[src/design/kgm_pkg.sv]
// Shared widths, constants and types for the keyed group mean block.
package kgm_pkg;

   localparam int DAY_W   = 16;
   localparam int HOUR_W  = 5;
   localparam int TEMP_W  = 11;
   localparam int HUM_W   = 7;
   localparam int COUNT_W = 12;
   localparam int TSUM_W  = 24;
   localparam int HSUM_W  = 19;
   localparam int STEP_W  = 5;

   localparam logic [COUNT_W-1:0] MAX_GROUP_COUNT = COUNT_W'(4095);
   localparam logic [STEP_W-1:0]  STEP_LAST       = STEP_W'(TSUM_W - 1);
   localparam logic [STEP_W-1:0]  HSUM_STEPS      = STEP_W'(HSUM_W);

   typedef struct packed {
      logic load;
      logic step;
   } ser_ctrl_type;

   typedef enum logic [5:0] {
      ST_IDLE = 6'b000001,
      ST_OPEN = 6'b000010,
      ST_ADD  = 6'b000100,
      ST_WAIT = 6'b001000,
      ST_DIV  = 6'b010000,
      ST_EMIT = 6'b100000
   } state_type;

endpackage

[src/design/kgm_serial_acc.sv]
// Bit-serial accumulators for the temperature and humidity sums of the open group.
module kgm_serial_acc import kgm_pkg::*; (
   input  logic                      clock,
   input  logic                      reset,
   input  ser_ctrl_type              ctrl,
   input  logic                      clear,
   input  logic [STEP_W-1:0]         step_idx,
   input  logic signed [TEMP_W-1:0]  temperature,
   input  logic [HUM_W-1:0]          humidity,
   output logic signed [TSUM_W-1:0]  temp_sum,
   output logic [HSUM_W-1:0]         hum_sum
);

   logic [TSUM_W-1:0] t_sum_ff, t_sum_in;
   logic [TSUM_W-1:0] t_add_ff, t_add_in;
   logic              t_carry_ff, t_carry_in;
   logic [HSUM_W-1:0] h_sum_ff, h_sum_in;
   logic [HSUM_W-1:0] h_add_ff, h_add_in;
   logic              h_carry_ff, h_carry_in;
   logic              t_bit, h_bit, h_active;

   assign t_bit    = t_sum_ff[0] ^ t_add_ff[0] ^ t_carry_ff;
   assign h_bit    = h_sum_ff[0] ^ h_add_ff[0] ^ h_carry_ff;
   assign h_active = step_idx < HSUM_STEPS;

   always_comb begin
      t_sum_in   = t_sum_ff;
      t_add_in   = t_add_ff;
      t_carry_in = t_carry_ff;
      h_sum_in   = h_sum_ff;
      h_add_in   = h_add_ff;
      h_carry_in = h_carry_ff;
      if (clear) begin
         t_sum_in = '0;
         h_sum_in = '0;
      end else if (ctrl.load) begin
         t_add_in   = {{(TSUM_W-TEMP_W){temperature[TEMP_W-1]}}, temperature};
         h_add_in   = {{(HSUM_W-HUM_W){1'b0}}, humidity};
         t_carry_in = 1'b0;
         h_carry_in = 1'b0;
      end else if (ctrl.step) begin
         t_sum_in   = {t_bit, t_sum_ff[TSUM_W-1:1]};
         t_add_in   = {1'b0, t_add_ff[TSUM_W-1:1]};
         t_carry_in = (t_sum_ff[0] & t_add_ff[0]) | (t_carry_ff & (t_sum_ff[0] ^ t_add_ff[0]));
         if (h_active) begin
            h_sum_in   = {h_bit, h_sum_ff[HSUM_W-1:1]};
            h_add_in   = {1'b0, h_add_ff[HSUM_W-1:1]};
            h_carry_in = (h_sum_ff[0] & h_add_ff[0]) |
                         (h_carry_ff & (h_sum_ff[0] ^ h_add_ff[0]));
         end
      end
   end

   always_ff @(posedge clock) begin
      if (reset) begin
         t_sum_ff <= '0;
         h_sum_ff <= '0;
      end else begin
         t_sum_ff <= t_sum_in;
         h_sum_ff <= h_sum_in;
      end
      t_add_ff   <= t_add_in;
      t_carry_ff <= t_carry_in;
      h_add_ff   <= h_add_in;
      h_carry_ff <= h_carry_in;
   end

   assign temp_sum = t_sum_ff;
   assign hum_sum  = h_sum_ff;

endmodule

[src/design/kgm_serial_div.sv]
// Radix-2 restoring dividers that form both group means one quotient bit per cycle.
module kgm_serial_div import kgm_pkg::*; (
   input  logic                      clock,
   input  ser_ctrl_type              ctrl,
   input  logic [STEP_W-1:0]         step_idx,
   input  logic signed [TSUM_W-1:0]  temp_sum,
   input  logic [HSUM_W-1:0]         hum_sum,
   input  logic [COUNT_W-1:0]        divisor,
   output logic signed [TEMP_W-1:0]  mean_temperature,
   output logic [HUM_W-1:0]          mean_humidity
);

   logic [COUNT_W-1:0] div_ff, div_in;
   logic               t_neg_ff, t_neg_in;
   logic [COUNT_W-1:0] t_rem_ff, t_rem_in;
   logic [TSUM_W-1:0]  t_quo_ff, t_quo_in;
   logic [COUNT_W-1:0] h_rem_ff, h_rem_in;
   logic [HSUM_W-1:0]  h_quo_ff, h_quo_in;
   logic [COUNT_W:0]   t_shift, h_shift, div_wide;
   logic               t_ge, h_ge;
   logic [COUNT_W:0]   t_diff, h_diff;
   logic [TSUM_W-1:0]  t_mag;
   logic [TEMP_W-1:0]  t_low;

   assign div_wide = {1'b0, div_ff};
   assign t_shift  = {t_rem_ff, t_quo_ff[TSUM_W-1]};
   assign h_shift  = {h_rem_ff, h_quo_ff[HSUM_W-1]};
   assign t_ge     = t_shift >= div_wide;
   assign h_ge     = h_shift >= div_wide;
   assign t_diff   = t_shift - div_wide;
   assign h_diff   = h_shift - div_wide;
   assign t_mag    = temp_sum[TSUM_W-1] ? (~temp_sum + TSUM_W'(1)) : temp_sum;

   always_comb begin
      div_in   = div_ff;
      t_neg_in = t_neg_ff;
      t_rem_in = t_rem_ff;
      t_quo_in = t_quo_ff;
      h_rem_in = h_rem_ff;
      h_quo_in = h_quo_ff;
      if (ctrl.load) begin
         div_in   = divisor;
         t_neg_in = temp_sum[TSUM_W-1];
         t_rem_in = '0;
         t_quo_in = t_mag;
         h_rem_in = '0;
         h_quo_in = hum_sum;
      end else if (ctrl.step) begin
         t_rem_in = t_ge ? t_diff[COUNT_W-1:0] : t_shift[COUNT_W-1:0];
         t_quo_in = {t_quo_ff[TSUM_W-2:0], t_ge};
         if (step_idx < HSUM_STEPS) begin
            h_rem_in = h_ge ? h_diff[COUNT_W-1:0] : h_shift[COUNT_W-1:0];
            h_quo_in = {h_quo_ff[HSUM_W-2:0], h_ge};
         end
      end
   end

   always_ff @(posedge clock) begin
      div_ff   <= div_in;
      t_neg_ff <= t_neg_in;
      t_rem_ff <= t_rem_in;
      t_quo_ff <= t_quo_in;
      h_rem_ff <= h_rem_in;
      h_quo_ff <= h_quo_in;
   end

   assign t_low            = t_quo_ff[TEMP_W-1:0];
   assign mean_temperature = t_neg_ff ? (~t_low + TEMP_W'(1)) : t_low;
   assign mean_humidity    = h_quo_ff[HUM_W-1:0];

endmodule

[src/design/keyed_group_mean_core.sv]
// Top level of the keyed group mean block: control sequencer, group state and result register.
//
// Readings enter on the req_ channel (valid/ready); a transaction is accepted when both
// are high. Consecutive readings with an equal key form a group; the key is the day, or
// the day and hour when csr_group_by_hour is 1, written through the csr_ channel; the user
// must write it only while the block is idle, and the block does not enforce this. A key
// change closes the open group, and a final reading flushes its group. Each closed group
// leaves on the rsp_ channel with its key, truncated means and count; rsp_last_of_run
// marks the last result caused by one reading. A reading that closes nothing is accepted,
// then opens the group or tests the count limit, and below the limit runs the serial adders.
// Each closed group claims the result register, runs the serial dividers, loads the result.
// The 24-bit temperature sum sets both serial loops. req_ready is high only while the
// sequencer is idle; a new reading is taken while a result still waits in the register.
// When the receiver stalls, a finished group waits in the sequencer until the result
// register is free. Synchronous reset empties the group, clears the result valid flag and
// sets daily grouping.
module keyed_group_mean_core import kgm_pkg::*; (
   input  logic                      clock,
   input  logic                      reset,
   input  logic                      req_valid,
   output logic                      req_ready,
   input  logic [DAY_W-1:0]          req_day_code,
   input  logic [HOUR_W-1:0]         req_hour_of_day,
   input  logic signed [TEMP_W-1:0]  req_temperature,
   input  logic [HUM_W-1:0]          req_humidity,
   input  logic                      req_final_reading,
   output logic                      rsp_valid,
   input  logic                      rsp_ready,
   output logic [DAY_W-1:0]          rsp_group_day,
   output logic [HOUR_W-1:0]         rsp_group_hour,
   output logic signed [TEMP_W-1:0]  rsp_mean_temperature,
   output logic [HUM_W-1:0]          rsp_mean_humidity,
   output logic [COUNT_W-1:0]        rsp_reading_count,
   output logic                      rsp_count_saturated,
   output logic                      rsp_last_of_run,
   input  logic                      csr_valid,
   output logic                      csr_ready,
   input  logic                      csr_group_by_hour
);

   state_type state_ff, state_in;
   logic [STEP_W-1:0]   step_ff, step_in;
   logic                closing_ff, closing_in;
   logic                by_hour_ff;
   logic [DAY_W-1:0]    day_ff;
   logic [HOUR_W-1:0]   hour_ff;
   logic [TEMP_W-1:0]   temp_ff;
   logic [HUM_W-1:0]    hum_ff;
   logic                final_ff;
   logic [DAY_W-1:0]    cur_day_ff, cur_day_in;
   logic [HOUR_W-1:0]   cur_hour_ff, cur_hour_in;
   logic                open_ff, open_in;
   logic                ovf_ff, ovf_in;
   logic [COUNT_W-1:0]  size_ff, size_in;
   logic                rsp_valid_ff, rsp_valid_in;
   logic [DAY_W-1:0]    rsp_day_ff;
   logic [HOUR_W-1:0]   rsp_hour_ff;
   logic [TEMP_W-1:0]   rsp_temp_ff;
   logic [HUM_W-1:0]    rsp_hum_ff;
   logic [COUNT_W-1:0]  rsp_count_ff;
   logic                rsp_sat_ff;
   logic                rsp_last_ff;
   logic                req_take, same_key, at_limit;
   ser_ctrl_type        acc_ctrl, div_ctrl;
   logic                acc_clear;
   logic signed [TSUM_W-1:0] temp_sum;
   logic [HSUM_W-1:0]   hum_sum;
   logic signed [TEMP_W-1:0] mean_temp;
   logic [HUM_W-1:0]    mean_hum;

   assign req_ready = state_ff == ST_IDLE;
   assign csr_ready = 1'b1;
   assign req_take  = req_valid && req_ready;
   assign same_key  = (req_day_code == cur_day_ff) &&
                      (!by_hour_ff || (req_hour_of_day == cur_hour_ff));
   assign at_limit  = size_ff >= MAX_GROUP_COUNT;

   assign acc_ctrl.load = (state_ff == ST_OPEN) && !at_limit;
   assign acc_ctrl.step = state_ff == ST_ADD;
   assign acc_clear     = state_ff == ST_EMIT;
   assign div_ctrl.load = (state_ff == ST_WAIT) && !rsp_valid_ff;
   assign div_ctrl.step = state_ff == ST_DIV;

   kgm_serial_acc u_acc (
      .clock       (clock),
      .reset       (reset),
      .ctrl        (acc_ctrl),
      .clear       (acc_clear),
      .step_idx    (step_ff),
      .temperature (temp_ff),
      .humidity    (hum_ff),
      .temp_sum    (temp_sum),
      .hum_sum     (hum_sum)
   );

   kgm_serial_div u_div (
      .clock            (clock),
      .ctrl             (div_ctrl),
      .step_idx         (step_ff),
      .temp_sum         (temp_sum),
      .hum_sum          (hum_sum),
      .divisor          (size_ff),
      .mean_temperature (mean_temp),
      .mean_humidity    (mean_hum)
   );

   always_comb begin
      state_in     = state_ff;
      step_in      = step_ff;
      closing_in   = closing_ff;
      cur_day_in   = cur_day_ff;
      cur_hour_in  = cur_hour_ff;
      open_in      = open_ff;
      ovf_in       = ovf_ff;
      size_in      = size_ff;
      rsp_valid_in = rsp_valid_ff && !rsp_ready;
      unique case (state_ff)
         ST_IDLE: begin
            if (req_take) begin
               closing_in = open_ff && !same_key;
               state_in   = (open_ff && !same_key) ? ST_WAIT : ST_OPEN;
            end
         end
         ST_OPEN: begin
            if (!open_ff) begin
               open_in     = 1'b1;
               cur_day_in  = day_ff;
               cur_hour_in = by_hour_ff ? hour_ff : '0;
            end
            step_in = '0;
            if (at_limit) begin
               ovf_in   = 1'b1;
               state_in = final_ff ? ST_WAIT : ST_IDLE;
            end else begin
               size_in  = size_ff + COUNT_W'(1);
               state_in = ST_ADD;
            end
         end
         ST_ADD: begin
            step_in = step_ff + STEP_W'(1);
            if (step_ff == STEP_LAST) begin
               step_in  = '0;
               state_in = final_ff ? ST_WAIT : ST_IDLE;
            end
         end
         ST_WAIT: begin
            step_in = '0;
            if (!rsp_valid_ff) begin
               state_in = ST_DIV;
            end
         end
         ST_DIV: begin
            step_in = step_ff + STEP_W'(1);
            if (step_ff == STEP_LAST) begin
               step_in  = '0;
               state_in = ST_EMIT;
            end
         end
         ST_EMIT: begin
            rsp_valid_in = 1'b1;
            open_in      = 1'b0;
            ovf_in       = 1'b0;
            size_in      = '0;
            closing_in   = 1'b0;
            state_in     = closing_ff ? ST_OPEN : ST_IDLE;
         end
         default: begin
            state_in = ST_IDLE;
         end
      endcase
   end

   always_ff @(posedge clock) begin
      if (reset) begin
         state_ff     <= ST_IDLE;
         step_ff      <= '0;
         closing_ff   <= 1'b0;
         by_hour_ff   <= 1'b0;
         cur_day_ff   <= '0;
         cur_hour_ff  <= '0;
         open_ff      <= 1'b0;
         ovf_ff       <= 1'b0;
         size_ff      <= '0;
         rsp_valid_ff <= 1'b0;
      end else begin
         state_ff     <= state_in;
         step_ff      <= step_in;
         closing_ff   <= closing_in;
         cur_day_ff   <= cur_day_in;
         cur_hour_ff  <= cur_hour_in;
         open_ff      <= open_in;
         ovf_ff       <= ovf_in;
         size_ff      <= size_in;
         rsp_valid_ff <= rsp_valid_in;
         if (csr_valid && csr_ready) begin
            by_hour_ff <= csr_group_by_hour;
         end
      end
   end

   always_ff @(posedge clock) begin
      if (req_take) begin
         day_ff   <= req_day_code;
         hour_ff  <= req_hour_of_day;
         temp_ff  <= req_temperature;
         hum_ff   <= req_humidity;
         final_ff <= req_final_reading;
      end
      if (state_ff == ST_EMIT) begin
         rsp_day_ff   <= cur_day_ff;
         rsp_hour_ff  <= cur_hour_ff;
         rsp_temp_ff  <= mean_temp;
         rsp_hum_ff   <= mean_hum;
         rsp_count_ff <= size_ff;
         rsp_sat_ff   <= ovf_ff;
         rsp_last_ff  <= closing_ff ? !final_ff : 1'b1;
      end
   end

   assign rsp_valid            = rsp_valid_ff;
   assign rsp_group_day        = rsp_day_ff;
   assign rsp_group_hour       = rsp_hour_ff;
   assign rsp_mean_temperature = rsp_temp_ff;
   assign rsp_mean_humidity    = rsp_hum_ff;
   assign rsp_reading_count    = rsp_count_ff;
   assign rsp_count_saturated  = rsp_sat_ff;
   assign rsp_last_of_run      = rsp_last_ff;

endmodule

[config.mk]
export PLATFORM = sky130hd
export DESIGN_NAME = keyed_group_mean_core
export DESIGN_NICKNAME = d
export VERILOG_FILES = /design/src/design/kgm_pkg.sv /design/src/design/kgm_serial_acc.sv /design/src/design/kgm_serial_div.sv /design/src/design/keyed_group_mean_core.sv
export SDC_FILE = /design/constraint.sdc
export NUM_CORES = 1
export LEC_CHECK = 0
export BUFFER_PORTS_ARGS = -buffer_cell sky130_fd_sc_hd__buf_2
export CELL_PAD_IN_SITES_DETAIL_PLACEMENT = 1
export CELL_PAD_IN_SITES_GLOBAL_PLACEMENT = 2
export CORE_MARGIN = 2
export CORE_UTILIZATION = 40
export DETAILED_ROUTE_END_ITERATION = 12
export PLACE_DENSITY_LB_ADDON = 0.1
export SLEW_MARGIN = 25
export SYNTH_ARGS = -nofsm -noshare
export SYNTH_HDL_FRONTEND = slang
export SYNTH_HIERARCHICAL = 1
export SYNTH_SLANG_ARGS = --single-unit
[constraint.sdc]
create_clock -name clock -period 4.9 [get_ports clock]
set_clock_uncertainty 0.1 [all_clocks]
set_input_delay 0.245 -clock clock [delete_from_list [all_inputs] [get_ports clock]]
set_output_delay 0.245 -clock clock [all_outputs]
set_load 0.02 [all_outputs]
==> run metrics <==
WHS Path Cells=4; final cycle utilization of the critical path=63.6%; DRT iter0 DRCs=372; total power=5.93 mW; Via density=5.10; switching power share of the total=24.0%; critical path startpoint category=flip-flop; Crit-path slowest cell=or4_4; die area=34800 um^2; Worst-path clk slew=0.06 ns; DIE HEIGHT=187 um; Clock power frac=42.1%; initial antenna violation count=0; most frequent cell after synthesis=edfxtp_1; syn_area_per_cell=11.4 um^2; Int Pwr=4.51 mW; R2R Setup Slk=1.78 ns; Tmin final=3.12 ns; htree depth=2; crit path DAT=3.26 ns; Worst VDD drop=0.000336 V; Slew headroom=34.0%; WP buf/inv=2; total track usage=17.6%; sw power=1.43 mW; RSZ-0062 raised after global routing=false; critical path fanouts, max=44; P&R area growth vs syn=18.2%; max-slew violation count=0; Post-synth EDFFs=182; # DRC=0; Final ANT Viol Nets=0; Seq cells post-synth=298; Comb power frac=8.7%; Critical R2R Capture=u_div/t_quo_ff[10]$_DFFE_PP_; Crit path required time=5.04 ns; worst skew pair latency=0.52 ns; TritonCTS clock tree=built; PD cells=376 nW/um^2; first-pass GRT wire length=49900 um; layout cells sized above 1=17.6%; crit-path most repeated cell=buf_4; Post-CTS Hold Fix Bufs=43; slowest stage delay, CP=0.58 ns; most instantiated cells after synthesis=182 x edfxtp_1, 155 x nand2_1, 116 x dfxtp_1, 98 x a21oi_1, 77 x nor2_1; Worst Max-Slew Pin Slew=0.988 ns; Flop pwr share=49.1%; R2R cell count=6; Max Clock Freq=321 MHz; sum of negative setup slack=0 ns; Nets=1385; CTS root buf=clkbuf_16; crit-path cells=or4_4 > nor3b_4 > and2b_4 > buf_4 > buf_4 > a21oi_1; Seq/Total Area, Yosys=58.4%; Yosys top cell area share=41.0%; Setup crit start=state_ff[1]$_SDFFE_PP0P_; Routed WL per cell=17.1 um; RR Startpoint=state_ff[1]$_SDFFE_PP0P_; largest net degree at the start of global routing=45; Post-Synthesis Cell Area=13300 um^2; area leader, netlist=edfxtp_1; synth unique cells=81; vias in the first global route=9501; Primary FF master, synth=edfxtp_1; post-CTS resize count=0; total gr overflow=0; Max-cap violations=0; ANT cells=0; final hold viol count=0; Mapped Nets=1252; clock sink count=298; Std-Cell Rows=66; hold endpoint=closing_ff$_SDFFE_PP0P_; count of buffers from port buffering=100; Synth area leaders=edfxtp_1 41%, dfxtp_1 17%, nand2_1 4.4%; Bufs on Longest Clock Path=3; crit path kind=reg -> reg; gpl congestion=0.781; Final setup viols=0; Min-Delay Path Class=in -> reg; final WL=30400 um; CP Capture Type=flip-flop; status=complete, no violations; via count=9053; num ports=102; initial core utilization=40.8%; Die Width=187 um; CTS buffer count=35; ys async rst share=0%; drt first pass iters=5; core area=32700 um^2; CP delay by family, top=simple AND/OR/NAND/NOR gates; Pleak=6.05 nW; hold path start=req_valid; Post-Syn Instances=1174; DP Wirelength=20400 um; Post-CTS Setup Inserts=0; synth warn=6
## sequential cells by signal (all words and copies together), names as in the netlist, 6 cells and up
signal,count
u_acc/t_add_ff,24
temp_ff,11
u_div/h_rem_ff,12
u_div/h_quo_ff,19
rsp_group_day,16
rsp_mean_temperature,11
u_acc/h_add_ff,7
rsp_reading_count,12
u_div/div_ff,12
u_div/t_rem_ff,12
rsp_mean_humidity,7
cur_day_ff,16
size_ff,12
u_div/t_quo_ff,24
hum_ff,7
u_acc/temp_sum,24
day_ff,16
u_acc/hum_sum,19
state_ff,6
## routing by layer
layer,GRT usage (%),vias up,share of wire (%)
met3,3.71,52,4.7
met1,23.2,4383,47
met4,5.07,0,2.1
met5,0,-,0
li1,-,4470,-
met2,29.1,148,46
## tightest hold or removal path, delay by kind of cell
kind	cells	cell delay, ns
AOI/OAI and AO/OA	2	0.25
buffers and inverters	2	0.17
## cells in the final DEF, fill, tap and decap left out, types with 5 or more instances in the layout
| cell type | synthesis | layout |
|---|---|---|
| clkbuf_16 | 0 | 35 |
| nor3_1 | 12 | 12 |
| xor2_1 | 48 | 48 |
| dlygate4sd3_1 | 0 | 43 |
| a211oi_1 | 9 | 9 |
| edfxtp_1 | 182 | 182 |
| or3_1 | 10 | 10 |
| buf_2 | 10 | 100 |
| clkbuf_8 | 0 | 5 |
| nor2_1 | 77 | 73 |
| xnor2_1 | 27 | 27 |
| clkbuf_1 | 25 | 6 |
| a21oi_1 | 98 | 98 |
| nand3_1 | 21 | 21 |
| inv_1 | 50 | 49 |
| a31oi_1 | 6 | 5 |
| mux2_2 | 37 | 37 |
| buf_4 | 10 | 12 |
| o21ai_0 | 52 | 52 |
| clkinv_2 | 0 | 7 |
| o31ai_1 | 8 | 8 |
| nand2_1 | 155 | 155 |
| o211ai_1 | 7 | 7 |
| dfxtp_1 | 116 | 116 |
| a21o_1 | 9 | 9 |
| ha_1 | 28 | 28 |
| mux2i_1 | 36 | 36 |
| nor2b_1 | 13 | 13 |
| clkinv_1 | 0 | 5 |
| nand4_1 | 6 | 6 |
| nand2b_1 | 9 | 9 |
| nor4_1 | 9 | 9 |
## how the worst max path moves through the flow
stage,end,slack [ns],cells past startpoint
5_1_grt,u_div/t_quo_ff[15]$_DFFE_PP_,1.52,7
6_report,u_div/t_quo_ff[10]$_DFFE_PP_,1.78,6
3_3_place_gp,u_div/t_quo_ff[12]$_DFFE_PP_,1.85,6
3_5_place_dp,u_div/t_quo_ff[13]$_DFFE_PP_,1.77,6
2_1_floorplan,u_acc/h_add_ff[0]$_DFFE_PP_,1.32,5
4_1_cts,u_div/t_quo_ff[7]$_DFFE_PP_,1.76,6
## power groups by stage
stage	sequential, mW	clock [mW]	combinational (mW)
global route	2.93	2.68	0.581
CTS	2.92	2.58	0.508
detailed placement	2.97	0	0.478
global placement	2.96	0	0.468
finish	2.91	2.50	0.519
floorplan	2.95	0	0.342
## stage by stage
step | setup WS (ns) | util, % | instances | instance area, um^2 | hold slack, ns
finish | 1.78 | 48.2 | 1776 | 15800 | 0.0966
floorplan | 1.32 | - | 1174 | 13300 | 0.244
global placement | 1.85 | 43.4 | 1668 | 14200 | 0.316
detailed placement | 1.77 | 43.4 | 1668 | 14200 | 0.319
global route | 1.52 | 48.2 | 1776 | 15800 | 0.145
CTS | 1.76 | 48.1 | 1775 | 15700 | 0.0655
## logic make-up after synthesis
kind of cell / Yosys count / synth area share (%)
buf+inv: 110 / 3.88
mux: 73 / 5.83
simple gates: 354 / 13.0
flops: 298 / 58.4
compound gates: 231 / 10.7
other cells: 1 / 0.0281
fa+ha+maj: 32 / 3.23
xor+xnor: 75 / 4.93
## area by class of cell
cell class                 instances  area (um^2)
inverter                          50          188
fill                            3535        16900
timing repair buffer             156         1050
clock inverter                    18          155
multi-input combinational        766         5060
tap                              442          553
sequential                       298         7790
clock buffer                      46          967
No activity file was read; power rests on OpenSTA's default activity.
